`src/sv/hgr_pkg.sv`:
```
package hgr_pkg;

  localparam int STRIPE_LINES = 4;
  localparam logic [7:0] GREY_LEVEL = 8'd250;
  localparam logic [7:0] CHAN_MAX = 8'd255;

  localparam logic [2:0] CFG_HUE         = 3'd0;
  localparam logic [2:0] CFG_SATURATION  = 3'd1;
  localparam logic [2:0] CFG_START_VALUE = 3'd2;
  localparam logic [2:0] CFG_END_VALUE   = 3'd3;
  localparam logic [2:0] CFG_TITLE_LINES = 3'd4;
  localparam logic [2:0] CFG_IMAGE_LINES = 3'd5;
  localparam logic [2:0] CFG_TOP_FIRST   = 3'd6;

  localparam logic [2:0] SECT_RED_YEL = 3'd0;
  localparam logic [2:0] SECT_YEL_GRN = 3'd1;
  localparam logic [2:0] SECT_GRN_CYN = 3'd2;
  localparam logic [2:0] SECT_CYN_BLU = 3'd3;
  localparam logic [2:0] SECT_BLU_MAG = 3'd4;

  typedef struct packed {
    logic busy;
    logic done;
  } hgr_div_stat_t;

endpackage

```
`src/sv/hgr_div.sv`:
```
module hgr_div import hgr_pkg::*; #(
  parameter int QW = 24,
  parameter int DW = 11
) (
  input  logic               clk,
  input  logic               rst_n,
  input  logic               start,
  input  logic [QW+DW-1:0]   num,
  input  logic [DW-1:0]      den,
  output hgr_div_stat_t      stat,
  output logic [QW-1:0]      quo
);

  localparam int CNW = $clog2(QW + 1);

  logic [DW-1:0]  rem_r, rem_nxt;
  logic [QW-1:0]  q_r, q_nxt;
  logic [CNW-1:0] cnt_r;
  logic           busy_r, done_r;
  logic [DW:0]    trial;
  logic           ge;

  // restoring step: one quotient bit per cycle
  always_comb begin
    trial = {rem_r, q_r[QW-1]};
    ge = trial >= {1'b0, den};
    rem_nxt = ge ? DW'(trial - {1'b0, den}) : trial[DW-1:0];
    q_nxt = {q_r[QW-2:0], ge};
  end

  always_ff @(posedge clk) begin
    if (!rst_n) begin
      busy_r <= 1'b0;
      done_r <= 1'b0;
      cnt_r  <= '0;
    end else begin
      done_r <= 1'b0;
      if (start) begin
        busy_r <= 1'b1;
        cnt_r  <= CNW'(QW);
      end else if (busy_r) begin
        cnt_r <= cnt_r - CNW'(1);
        if (cnt_r == CNW'(1)) begin
          busy_r <= 1'b0;
          done_r <= 1'b1;
        end
      end
    end
  end

  always_ff @(posedge clk) begin
    if (start) begin
      rem_r <= num[QW+DW-1:QW];
      q_r   <= num[QW-1:0];
    end else if (busy_r) begin
      rem_r <= rem_nxt;
      q_r   <= q_nxt;
    end
  end

  assign stat.busy = busy_r;
  assign stat.done = done_r;
  assign quo = q_r;

endmodule

```
`src/sv/hgr_mul.sv`:
```
module hgr_mul import hgr_pkg::*; #(
  parameter int AW = 24,
  parameter int BW = 17
) (
  input  logic             clk,
  input  logic [AW-1:0]    a,
  input  logic [BW-1:0]    b,
  output logic [AW+BW-1:0] p
);

  logic [AW+BW-1:0] p_r;

  always_ff @(posedge clk) begin
    p_r <= (AW+BW)'(a) * (AW+BW)'(b);
  end

  assign p = p_r;

endmodule

```
`src/sv/hsv_gradient_row_generator_unit.sv`:
```
// Channel  | Direction | Handshake              | Word
// in_      | in        | in_valid / in_ready    | in_restart
// out_     | out       | out_valid / out_ready  | out_red, out_green, out_blue,
//          |           |                        | out_line_index, out_last_row
// cfg_     | in        | cfg_we (no wait)       | cfg_index, cfg_data
//
// One word at a time. Only ramp rows pass the RAMP and DIVD states; stripe rows go from
// CLASS to FIN. The ramp step uses the shared restoring divider (one quotient bit per
// cycle); title and ramp rows make five passes through the shared multiplier.
// The last step stalls while a previous word still waits for out_ready.
// rst_n is synchronous; it clears the sequencer and row counter and loads config defaults.
// A finished word waits in the output register; a new input word is taken meanwhile.
module hsv_gradient_row_generator_unit import hgr_pkg::*; #(
  parameter int MAX_LINES = 1024,
  parameter int FRAC_BITS = 16
) (
  input  logic        clk,
  input  logic        rst_n,
  input  logic        in_valid,
  output logic        in_ready,
  input  logic        in_restart,
  output logic        out_valid,
  input  logic        out_ready,
  output logic [7:0]  out_red,
  output logic [7:0]  out_green,
  output logic [7:0]  out_blue,
  output logic [9:0]  out_line_index,
  output logic        out_last_row,
  input  logic        cfg_we,
  input  logic [2:0]  cfg_index,
  input  logic [10:0] cfg_data
);

  localparam int LW = $clog2(MAX_LINES);
  localparam int HW = LW + 1;
  localparam int CW = (HW > 12) ? HW : 12;
  localparam int DW = (HW > 8) ? HW : 8;
  localparam int VW = 8 + FRAC_BITS;
  localparam int QW = VW;
  localparam int NW = QW + DW;
  localparam int SW = FRAC_BITS + 1;
  localparam int PW = VW + SW;

  localparam logic [2:0] ST_IDLE  = 3'd0;
  localparam logic [2:0] ST_LINE  = 3'd1;
  localparam logic [2:0] ST_CLASS = 3'd2;
  localparam logic [2:0] ST_RAMP  = 3'd3;
  localparam logic [2:0] ST_DIVD  = 3'd4;
  localparam logic [2:0] ST_MUL   = 3'd5;
  localparam logic [2:0] ST_FIN   = 3'd6;

  localparam logic [1:0] KIND_TITLE = 2'd0;
  localparam logic [1:0] KIND_GREY  = 2'd1;
  localparam logic [1:0] KIND_RAMP  = 2'd2;

  localparam logic [2:0] MUL_LAST = 3'd5;

  localparam logic [SW-1:0] FX_ONE = SW'(1) << FRAC_BITS;

  // s = sat * (2^F div 255) + (sat * (2^F mod 255)) / 255
  localparam logic [SW-1:0] SAT_STEP_Q = SW'((64'd1 << FRAC_BITS) / 64'd255);
  localparam logic [7:0]    SAT_STEP_R = 8'((64'd1 << FRAC_BITS) % 64'd255);

  // config
  logic [7:0]  hue_r, sat_r, start_r, end_r;
  logic [10:0] title_r, image_r;
  logic        top_first_r;

  // sequencer
  logic [2:0]    state_r;
  logic [2:0]    step_r;
  logic          restart_r;
  logic [LW-1:0] cnt_r;
  logic [LW-1:0] line_r;
  logic          last_r;
  logic [1:0]    kind_r;
  logic [HW-1:0] n_r, j_r;
  logic [VW-1:0] v_r;
  logic [SW-1:0] s_r, sf_r, s1f_r;
  logic [7:0]    m_r, nn_r, k_r;
  logic [NW-1:0] div_num_r;
  logic [DW-1:0] div_den_r;
  logic          div_go_r;

  // output register
  logic       out_valid_r;
  logic [7:0] red_r, green_r, blue_r;
  logic [9:0] idx_r;
  logic       lastq_r;

  hgr_div_stat_t div_stat;
  logic [QW-1:0] div_quo;
  logic [VW-1:0] mul_a;
  logic [SW-1:0] mul_b;
  logic [PW-1:0] mul_p;

  logic [CW-1:0]     il_w, h_w, tl_w, line_w, ramp0_w;
  logic [HW-1:0]     h;
  logic [LW-1:0]     c;
  logic [9:0]        h3;
  logic [2:0]        sector;
  logic [FRAC_BITS-1:0] f;
  logic [7:0]        diff;
  logic [8+HW-1:0]   dj;
  logic [7:0]        vi;
  logic [15:0]       sat_rb, sat_rq;
  logic [SW-1:0]     s_w;
  logic [7:0]        r_fin, g_fin, b_fin;
  logic              out_free;
  logic              in_acc;

  function automatic logic [7:0] rnd_sat(input logic [PW-1:0] p);
    logic [VW+1:0] t;
    logic [VW+1:0] u;
    t = (VW+2)'(p >> FRAC_BITS) + ((VW+2)'(1) << (FRAC_BITS - 1));
    u = t >> FRAC_BITS;
    return (u > (VW+2)'(255)) ? CHAN_MAX : u[7:0];
  endfunction

  hgr_div #(.QW(QW), .DW(DW)) u_div (
    .clk   (clk),
    .rst_n (rst_n),
    .start (div_go_r),
    .num   (div_num_r),
    .den   (div_den_r),
    .stat  (div_stat),
    .quo   (div_quo)
  );

  hgr_mul #(.AW(VW), .BW(SW)) u_mul (
    .clk (clk),
    .a   (mul_a),
    .b   (mul_b),
    .p   (mul_p)
  );

  assign in_ready = (state_r == ST_IDLE);
  assign in_acc   = in_valid && in_ready;
  assign out_free = !out_valid_r || out_ready;

  always_comb begin
    il_w = CW'(image_r);
    if (il_w == '0) begin
      h_w = CW'(1);
    end else if (il_w > CW'(MAX_LINES)) begin
      h_w = CW'(MAX_LINES);
    end else begin
      h_w = il_w;
    end
    h = HW'(h_w);
    c = (restart_r || (HW'(cnt_r) >= h)) ? '0 : cnt_r;
    tl_w = CW'(title_r);
    line_w = CW'(line_r);
    ramp0_w = (tl_w != '0) ? tl_w + CW'(STRIPE_LINES) : '0;
    h3 = 10'(hue_r) * 10'd3;
    sector = h3[9:7];
    f = FRAC_BITS'(h3[6:0]) << (FRAC_BITS - 7);
    diff = (start_r > end_r) ? start_r - end_r : end_r - start_r;
    dj = (8+HW)'(diff) * (8+HW)'(j_r);
    vi = v_r[VW-1:FRAC_BITS];
    sat_rb = 16'(sat_r) * 16'(SAT_STEP_R);
    sat_rq = (sat_rb + (sat_rb >> 8) + 16'd1) >> 8;
    s_w = SW'(sat_r) * SAT_STEP_Q + SW'(sat_rq);
  end

  always_comb begin
    unique case (step_r)
      3'd0: begin
        mul_a = VW'(s_r);
        mul_b = SW'(f);
      end
      3'd1: begin
        mul_a = VW'(s_r);
        mul_b = FX_ONE - SW'(f);
      end
      3'd2: begin
        mul_a = v_r;
        mul_b = FX_ONE - s_r;
      end
      3'd3: begin
        mul_a = v_r;
        mul_b = FX_ONE - sf_r;
      end
      default: begin
        mul_a = v_r;
        mul_b = FX_ONE - s1f_r;
      end
    endcase
  end

  always_comb begin
    if (kind_r == KIND_GREY) begin
      r_fin = GREY_LEVEL;
      g_fin = GREY_LEVEL;
      b_fin = GREY_LEVEL;
    end else if (sat_r == '0) begin
      r_fin = vi;
      g_fin = vi;
      b_fin = vi;
    end else begin
      unique case (sector)
        SECT_RED_YEL: begin
          r_fin = vi;   g_fin = k_r;  b_fin = m_r;
        end
        SECT_YEL_GRN: begin
          r_fin = nn_r; g_fin = vi;   b_fin = m_r;
        end
        SECT_GRN_CYN: begin
          r_fin = m_r;  g_fin = vi;   b_fin = k_r;
        end
        SECT_CYN_BLU: begin
          r_fin = m_r;  g_fin = nn_r; b_fin = vi;
        end
        SECT_BLU_MAG: begin
          r_fin = k_r;  g_fin = m_r;  b_fin = vi;
        end
        default: begin
          r_fin = vi;   g_fin = m_r;  b_fin = nn_r;
        end
      endcase
    end
  end

  // config registers
  always_ff @(posedge clk) begin
    if (!rst_n) begin
      hue_r       <= 8'd0;
      sat_r       <= 8'd0;
      start_r     <= 8'd240;
      end_r       <= 8'd50;
      title_r     <= 11'd80;
      image_r     <= 11'd512;
      top_first_r <= 1'b0;
    end else if (cfg_we) begin
      unique case (cfg_index)
        CFG_HUE:         hue_r       <= cfg_data[7:0];
        CFG_SATURATION:  sat_r       <= cfg_data[7:0];
        CFG_START_VALUE: start_r     <= cfg_data[7:0];
        CFG_END_VALUE:   end_r       <= cfg_data[7:0];
        CFG_TITLE_LINES: title_r     <= cfg_data;
        CFG_IMAGE_LINES: image_r     <= cfg_data;
        CFG_TOP_FIRST:   top_first_r <= cfg_data[0];
        default: ;
      endcase
    end
  end

  // sequencer control
  always_ff @(posedge clk) begin
    if (!rst_n) begin
      state_r     <= ST_IDLE;
      step_r      <= '0;
      cnt_r       <= '0;
      div_go_r    <= 1'b0;
      out_valid_r <= 1'b0;
    end else begin
      div_go_r <= 1'b0;
      if (out_valid_r && out_ready) begin
        out_valid_r <= 1'b0;
      end
      unique case (state_r)
        ST_IDLE: begin
          if (in_acc) begin
            state_r <= ST_LINE;
          end
        end
        ST_LINE: begin
          cnt_r   <= ((HW'(c) + HW'(1)) >= h) ? '0 : LW'(c + LW'(1));
          state_r <= ST_CLASS;
        end
        ST_CLASS: begin
          if (tl_w != '0 && line_w < tl_w) begin
            step_r  <= '0;
            state_r <= ST_MUL;
          end else if (tl_w != '0 && line_w < ramp0_w) begin
            state_r <= ST_FIN;
          end else begin
            state_r <= ST_RAMP;
          end
        end
        ST_RAMP: begin
          div_go_r <= 1'b1;
          state_r  <= ST_DIVD;
        end
        ST_DIVD: begin
          if (div_stat.done) begin
            step_r  <= '0;
            state_r <= ST_MUL;
          end
        end
        ST_MUL: begin
          if (step_r == MUL_LAST) begin
            state_r <= ST_FIN;
          end else begin
            step_r <= step_r + 3'd1;
          end
        end
        default: begin
          if (out_free) begin
            out_valid_r <= 1'b1;
            state_r     <= ST_IDLE;
          end
        end
      endcase
    end
  end

  // datapath registers
  always_ff @(posedge clk) begin
    unique case (state_r)
      ST_IDLE: begin
        if (in_acc) begin
          restart_r <= in_restart;
        end
      end
      ST_LINE: begin
        line_r <= top_first_r ? c : LW'(h - HW'(1) - HW'(c));
        last_r <= (HW'(c) == h - HW'(1));
      end
      ST_CLASS: begin
        n_r <= HW'(h_w - ramp0_w);
        j_r <= HW'(line_w - ramp0_w + CW'(1));
        s_r <= s_w;
        if (tl_w != '0 && line_w < tl_w) begin
          kind_r <= KIND_TITLE;
          v_r    <= VW'(start_r) << FRAC_BITS;
        end else if (tl_w != '0 && line_w < ramp0_w) begin
          kind_r <= KIND_GREY;
        end else begin
          kind_r <= KIND_RAMP;
        end
      end
      ST_RAMP: begin
        div_num_r <= NW'(dj) << FRAC_BITS;
        div_den_r <= DW'(n_r);
      end
      ST_DIVD: begin
        if (div_stat.done) begin
          v_r <= (start_r > end_r) ? (VW'(start_r) << FRAC_BITS) - div_quo
                                   : (VW'(start_r) << FRAC_BITS) + div_quo;
        end
      end
      ST_MUL: begin
        unique case (step_r)
          3'd1: sf_r  <= SW'(mul_p >> FRAC_BITS);
          3'd2: s1f_r <= SW'(mul_p >> FRAC_BITS);
          3'd3: m_r   <= rnd_sat(mul_p);
          3'd4: nn_r  <= rnd_sat(mul_p);
          3'd5: k_r   <= rnd_sat(mul_p);
          default: ;
        endcase
      end
      default: begin
        if (out_free) begin
          red_r   <= r_fin;
          green_r <= g_fin;
          blue_r  <= b_fin;
          idx_r   <= 10'(line_r);
          lastq_r <= last_r;
        end
      end
    endcase
  end

  assign out_valid      = out_valid_r;
  assign out_red        = red_r;
  assign out_green      = green_r;
  assign out_blue       = blue_r;
  assign out_line_index = idx_r;
  assign out_last_row   = lastq_r;

  a_div_start_idle: assert property (@(posedge clk) disable iff (!rst_n)
    div_go_r |-> !div_stat.busy)
    else $error("divider started while busy");

  a_mul_step_range: assert property (@(posedge clk) disable iff (!rst_n)
    (state_r == ST_MUL) |-> (step_r <= MUL_LAST))
    else $error("multiplier step out of range");

  a_no_early_word: assert property (@(posedge clk) disable iff (!rst_n)
    in_acc |=> !$rose(out_valid_r))
    else $error("word presented right after accept");

  a_div_done_expected: assert property (@(posedge clk) disable iff (!rst_n)
    div_stat.done |-> (state_r == ST_DIVD))
    else $error("divider finished outside a divide state");

endmodule
```
`config.mk`:
```
export PLATFORM = sky130hd
export DESIGN_NAME = hsv_gradient_row_generator_unit
export DESIGN_NICKNAME = d
export VERILOG_FILES = /design/src/sv/hgr_pkg.sv /design/src/sv/hgr_div.sv /design/src/sv/hgr_mul.sv /design/src/sv/hsv_gradient_row_generator_unit.sv
export SDC_FILE = /design/constraint.sdc
export NUM_CORES = 2
export LEC_CHECK = 0
export BUFFER_PORTS_ARGS = -buffer_cell sky130_fd_sc_hd__buf_4
export CAP_MARGIN = 40
export CORE_MARGIN = 2
export CORE_UTILIZATION = 60
export DETAILED_ROUTE_END_ITERATION = 10
export HOLD_SLACK_MARGIN = 0.1
export PLACE_DENSITY_LB_ADDON = 0.12
export SLEW_MARGIN = 20
export SYNTH_ARGS = -nofsm -noshare
export SYNTH_HDL_FRONTEND = slang
export SYNTH_SLANG_ARGS = --single-unit
```
`constraint.sdc`:
```
create_clock -name clk -period 11.6 [get_ports clk]
set_input_delay 1.74 -clock clk [delete_from_list [all_inputs] [get_ports clk]]
set_output_delay 1.74 -clock clk [all_outputs]
set_load 0.02 [all_outputs]
```
Yosys cells after proc, flatten, opt, wreduce, memory -nomap -nowiden
Index checks and enable logic that the tools add are counted.
{"block": "word_totals", "regBits": 356, "inputBits": 20, "output_inout_bits": 37, "word_cells": 196}
{"block": "op_classes", "add_sub_neg": 22, "mul": 4, "order_cmp": 8, "n_eq_ne": 28, "muxes": 47, "bitwise_logic": 3, "reduce_logical": 44}
{"op": "24-bit two-way mux", "count": 6}
{"op": "8-bit case mux with 3 select lines", "count": 3}
{"op": "17-bit case mux with 4 select lines", "count": 1}
{"op": "11-bit two-way mux", "count": 5}
{"op": "17-bit subtractor, first input constant", "count": 3}
{"op": "24-bit case mux with 2 select lines", "count": 1}
{"op": "24-bit by 17-bit multiplier with 41-bit output", "count": 1}
{"op": "8-bit two-way mux", "count": 5}
{"op": "10-bit two-way mux", "count": 3}
{"op": "2-bit AND reduction", "count": 14}
{"op": "3-bit two-way mux", "count": 9}
{"op": "25-bit by 16-bit adder with 26-bit output, second input constant", "count": 1}
{"op": "24-bit adder", "count": 1}
{"op": "3-bit by 2-bit equality test with 1-bit output, second input constant", "count": 8}
{"op": "3-bit equality test, second input constant", "count": 8}
{"op": "24-bit subtractor", "count": 1}
{"op": "11-bit subtractor", "count": 2}
{"op": "8-bit by 11-bit multiplier with 19-bit output", "count": 1}
{"op": "3-bit case mux with 6 select lines", "count": 1}
{"op": "17-bit by 1-bit adder with 17-bit output", "count": 1}
{"op": "8-bit by 9-bit multiplier with 17-bit output, second input constant", "count": 1}
{"op": "17-bit by 16-bit subtractor with 17-bit output, first input constant", "count": 1}
{"op": "8-bit subtractor", "count": 2}
{"op": "11-bit by 3-bit adder with 12-bit output, second input constant", "count": 1}
{"op": "46 further kinds", "count": 76}

Longest topological paths before layout
{"block": "depth", "ltp_word": 9, "depth_mapped": 37, "depth_no_buf": 35}

By module
A second synthesis with hierarchy kept.
{"block": "unflattened", "cells_unflattened": 3894, "hier_area_um2": 36646.4}
{"module": "hsv_gradient_row_generator_unit", "n_inst": 1, "cells_each": 2045, "area_each_um2": 19897.8, "seq_area_each_um2": 7467.2}
{"module": "hgr_mul", "n_inst": 1, "cells_each": 1639, "area_each_um2": 14238.7, "seq_area_each_um2": 820.8}
{"module": "hgr_div", "n_inst": 1, "cells_each": 210, "area_each_um2": 2509.9, "seq_area_each_um2": 1191.1}

Least setup slack after synthesis
No wires, ideal clock.
{"block": "synth_timing", "path_kind": "reg2reg", "startpoint": "reg step_r[2]", "endpoint": "reg u_mul.p_r[38], in the netlist u_mul.p[38]", "setup_ps": 72, "t_arrival_ps": 8507, "required_ps": 11528, "slack_ps": 3020, "path_stages_with_launch": 37, "path_buffers": 5, "synth_period_minus_slack_ps": 8580, "cell_sequence": "dfxtp_1 > clkbuf_1 > inv_1 > ha_1 > buf_2 > nor2_1 > buf_2 > a21oi_2 > ha_1 > and2_1 > nand2b_1 > xor2_1 > and2_1 > clkbuf_1 > clkbuf_1 > nand2_1 > fa_1 > inv_1 > fa_1 > inv_1 > fa_1 > inv_1 > fa_1 > inv_1 > fa_1 > inv_1 > fa_1 > ha_1 > a211oi_1 > o21ai_0 > a221oi_1 > nand3_1 > a41oi_1 > o21ai_0 > a31o_2 > a21oi_1 > xnor2_1"}
{"block": "synth_via", "elab_chain_cells": 4, "word_cells_on_any_way": 8, "cone_classes": "mul (1); eq/ne (3); mux (2); reduce/logical (2)"}
{"element": "from (decl)", "line": "hsv_gradient_row_generator_unit.sv:71", "rtl": "logic [2:0] step_r;"}
{"element": "from (signal assigned)", "line": "hsv_gradient_row_generator_unit.sv:295", "rtl": "step_r <= step_r + 3'd1;"}
{"element": "3-bit by 1-bit equality test with 1-bit output or 3-bit zero test (tied branches)", "line": "hsv_gradient_row_generator_unit.sv:167", "rtl": "unique case (step_r)"}
{"element": "2-bit OR reduction (no source line)"}
{"element": "24-bit two-way mux", "line": "hsv_gradient_row_generator_unit.sv:167"}
{"element": "24-bit by 17-bit multiplier with 41-bit output (*)", "line": "hgr_mul.sv:14", "rtl": "p_r <= (AW+BW)'(a) * (AW+BW)'(b);"}
{"element": "to (signal assigned)", "line": "hgr_mul.sv:14"}
{"element": "to (decl)", "line": "hgr_mul.sv:11", "rtl": "logic [AW+BW-1:0] p_r;"}
Every way passes the cells marked *; elsewhere a longest branch is shown, timed or not.
A chain may end at the register's enable or synchronous reset.

Worst setup path after layout
{"block": "layout_timing", "startpoint": "reg step_r[2]", "endpoint": "reg u_mul.p_r[40], in the netlist u_mul.p[40]"}
The elaborated chain is that of the path after synthesis.

==> out/results.tsv <==
stage	metric	value	unit
status	status	complete, no violations	
logic_synthesis	synthesis.nets	4428	
finish	area_delta_synth_final	7.56	%
logic_synthesis	synth_area_leaders	fa_1 (23%), edfxtp_1 (20%), ha_1 (10%)	
grt	grt_pass1_wl	147	mm
logic_synthesis	yosys.area_share.simple	16.6	%
clocking	cts-hold-fix-buffers	0	
power	total_power	4.48	mW
logic_synthesis	synth_top_area_cell	fa_1	
floorplan	fp.coreArea	56600	um^2
logic_synthesis	synth_edf_count	235	
critical_path	critPathArrivalTime	10.61	ns
route	dr.first_iter.drc_count	2163	
sta	setup_tns	0	ns
logic_synthesis	yosysSeqAreaShare	26.5	%
sta	fmax	98.5	MHz
sta	final_max_slew_viol_count	0	
logic_synthesis	synthArstFlopShare	0	%
route	ant_nets	0	
power	leakage	16.5	nW
placement	place_ws	1.56	ns
grt	antenna_found_initial	0	
critical_path	critPathBufInv	7	
power	pwr_density_cell	121	nW/um^2
grt	track_usage	31.1	%
sta	post-route-period-util	87.5	%
worst_hold_path	hold_path.class	reg2reg	
clocking	cts_tree	done	
route	vias	26500	
critical_path	worstPathMaxFanout	23	
route	drc	0	
route	routedWlPerCell	19.7	um
placement	port_buffers	56	
clocking	post_cts_buffers	0	
logic_synthesis	synth_common_cells	inv_1 (595), nand2_1 (550), fa_1 (393), ha_1 (289), nor2_1 (252)	
finish	fillers	4585	
sta	slew_headroom	41.8	%
logic_synthesis	syn-cell-area	34500	um^2
floorplan	rows	87	
clocking	htreeDepth	2	
sta	setup_viol	0	
logic_synthesis	synth_top_family_by_area	adder cells	
grt	grt_start_max_net_pins	79	
sta	rsz0062_at_grt	false	
power	ir_worst_vdd	0.204	mV
grt	grt_pass1_vias	27600	
critical_path	worst_path_max_delay_cell	dfxtp_1	
floorplan	die_w	244	um
finish	drive_gt1_share	6.00	%
sta	fin_skew	0.0244	ns
logic_synthesis	ys_seq_elements	340	
route	vias_per_cell	5.84	
logic_synthesis	synth_area_per_cell	9.26	um^2
critical_path	crit_path_end_kind	flop	
logic_synthesis	yosysWarnings	0	
floorplan	die_h	244	um
grt	overflow	0	
logic_synthesis	muxShareOfSynthArea	1.58	%
sta	worstMarginPinSlew	0.870	ns
logic_synthesis	synth_xor_area_share	3.88	%
clocking	clockBufferDepth	3	
flow_run	drv_cap	0	
logic_synthesis	ys_types	77	
clocking	clk_pin_slew	0.07	ns
critical_path	critPathMaxStageDelay	0.67	ns
critical_path	crit_family	adder cells	
placement	place_hpwl	70.6	mm
critical_path	required	12.06	ns
logic_synthesis	ys.flop_type	edfxtp_1	
route	firstDrtPassIters	6	
logic_synthesis	synthAdderAreaFrac	33.3	%
sta	setup_ws	1.45	ns
critical_path	worstSetupPathType	reg2reg	
finish	nets	4455	
floorplan	num_io_pins	57	
logic_synthesis	synth_top_cell_area_share	22.8	%
logic_synthesis	synth_compound_area_share	10.1	%
clocking	numCtsBuffers	37	
route	wl	89.6	mm
placement	place_congestion	0.994	
logic_synthesis	syn_inst	3726	
critical_path	startpoint_type	flop	
sta	hold_viol_final	0	
clocking	cts.sinks	340	
sta	period_needed	10.15	ns
logic_synthesis	yosysMostFrequentCell	inv_1	
clocking	root_buffer	clkbuf_16	
floorplan	initial_core_util	61.0	%
clocking	cts_resized	0	
finish	antenna_cells	0	
floorplan	die_area	59500	um^2
clocking	clock_latency	0.55	ns
==> area by class of cell <==
type                            instances  area (um^2)  share of cell area (%)
Timing Repair Buffer                  118          907                    2.44
Sequential cell                       340         9160                    24.7
Inverter                              595         2230                    6.02
Multi-Input combinational cell       2661        22600                    61.0
Tap cell                              756          946                    2.55
Clock buffer                           47          993                    2.68
Clock inverter                         21          250                   0.674
==> per-stage QoR <==
| step | util (%) | hold slack (ns) | std cells | cell area, um^2 |
|---|---|---|---|---|
| CTS | 65.5 | 0.424 | 4532 | 37100 |
| finish | 65.6 | 0.423 | 4538 | 37100 |
| global route | 65.6 | 0.425 | 4538 | 37100 |
| global placement | 62.9 | 0.409 | 4438 | 35600 |
| floorplan | - | 0.400 | 3726 | 34500 |
| detailed placement | 63.3 | 0.411 | 4464 | 35800 |
==> layer usage <==
| layer | vias up | global-route usage, % | wire length, um |
|---|---|---|---|
| met3 | 221 | 4.10 | 5740 |
| met2 | 972 | 52.7 | 43400 |
| met5 | - | 0 | 0 |
| met4 | 0 | 12.4 | 3870 |
| li1 | 12200 | - | - |
| met1 | 13100 | 40.7 | 36600 |
==> sequential cells by signal, indices dropped and copies added (netlist names), 10 cells and up <==
name	cells
s1f_r	17
n_r	11
u_mul.p	25
s_r	17
u_div.quo	24
div_num_r	19
j_r	11
line_r	10
v_r	24
title_r	11
sf_r	17
out_line_index	10
div_den_r	11
cnt_r	10
image_r	11
u_div.rem_r	11
==> worst paths after layout <==
kind	start	to	slack [ns]	cells past startpoint
setup / recovery	step_r[2]$_SDFFE_PN0P_	u_mul.p[40]$_DFF_P_	1.45	32
hold / removal	n_r[2]$_DFFE_PP_	div_den_r[2]$_DFFE_PP_	0.42	0
setup reg to reg	step_r[2]$_SDFFE_PN0P_	u_mul.p[40]$_DFF_P_	1.45	32
hold reg to reg	n_r[2]$_DFFE_PP_	div_den_r[2]$_DFFE_PP_	0.42	0
==> layout by cell type, fill, tap and decap left out, types with 92 or more instances in the layout <==
cell type,Yosys,layout
fa_1,393,393
xnor2_1,93,92
buf_4,3,106
a21oi_1,116,115
dfxtp_1,105,105
edfxtp_1,235,235
inv_1,595,595
o21ai_0,98,97
nand2_1,550,550
nor2_1,252,251
ha_1,289,289
==> cell families (layout without fill, tap and decap cells) <==
| group | Yosys count | in the layout |
|---|---|---|
| DFF | 340 | 340 |
| buffers and inverters | 725 | 781 |
| muxes | 52 | 52 |
| and+or+nand+nor | 1253 | 1253 |
| xor gates and xnor gates | 152 | 152 |
| adders and majority gates | 682 | 682 |
| AOI/OAI and AO/OA | 522 | 522 |
==> where the power goes <==
group / internal, mW / switching [mW] / total (mW)
registers: 1.45 / 0.0569 / 1.51
clock network: 0.705 / 0.508 / 1.21
logic: 0.751 / 1.01 / 1.76
==> worst register-to-register path, delay by kind of cell, from the launching register on <==
kind                       cells  cell delay (ns)
adders and majority gates      8             3.53
AOI/OAI and AO/OA              8             2.77
and+or+nand+nor                8             1.88
buffers and inverters          7             1.05
DFF                            1             0.67
xor gates and xnor gates       1             0.20
No activity file was read; power rests on OpenSTA's default activity.
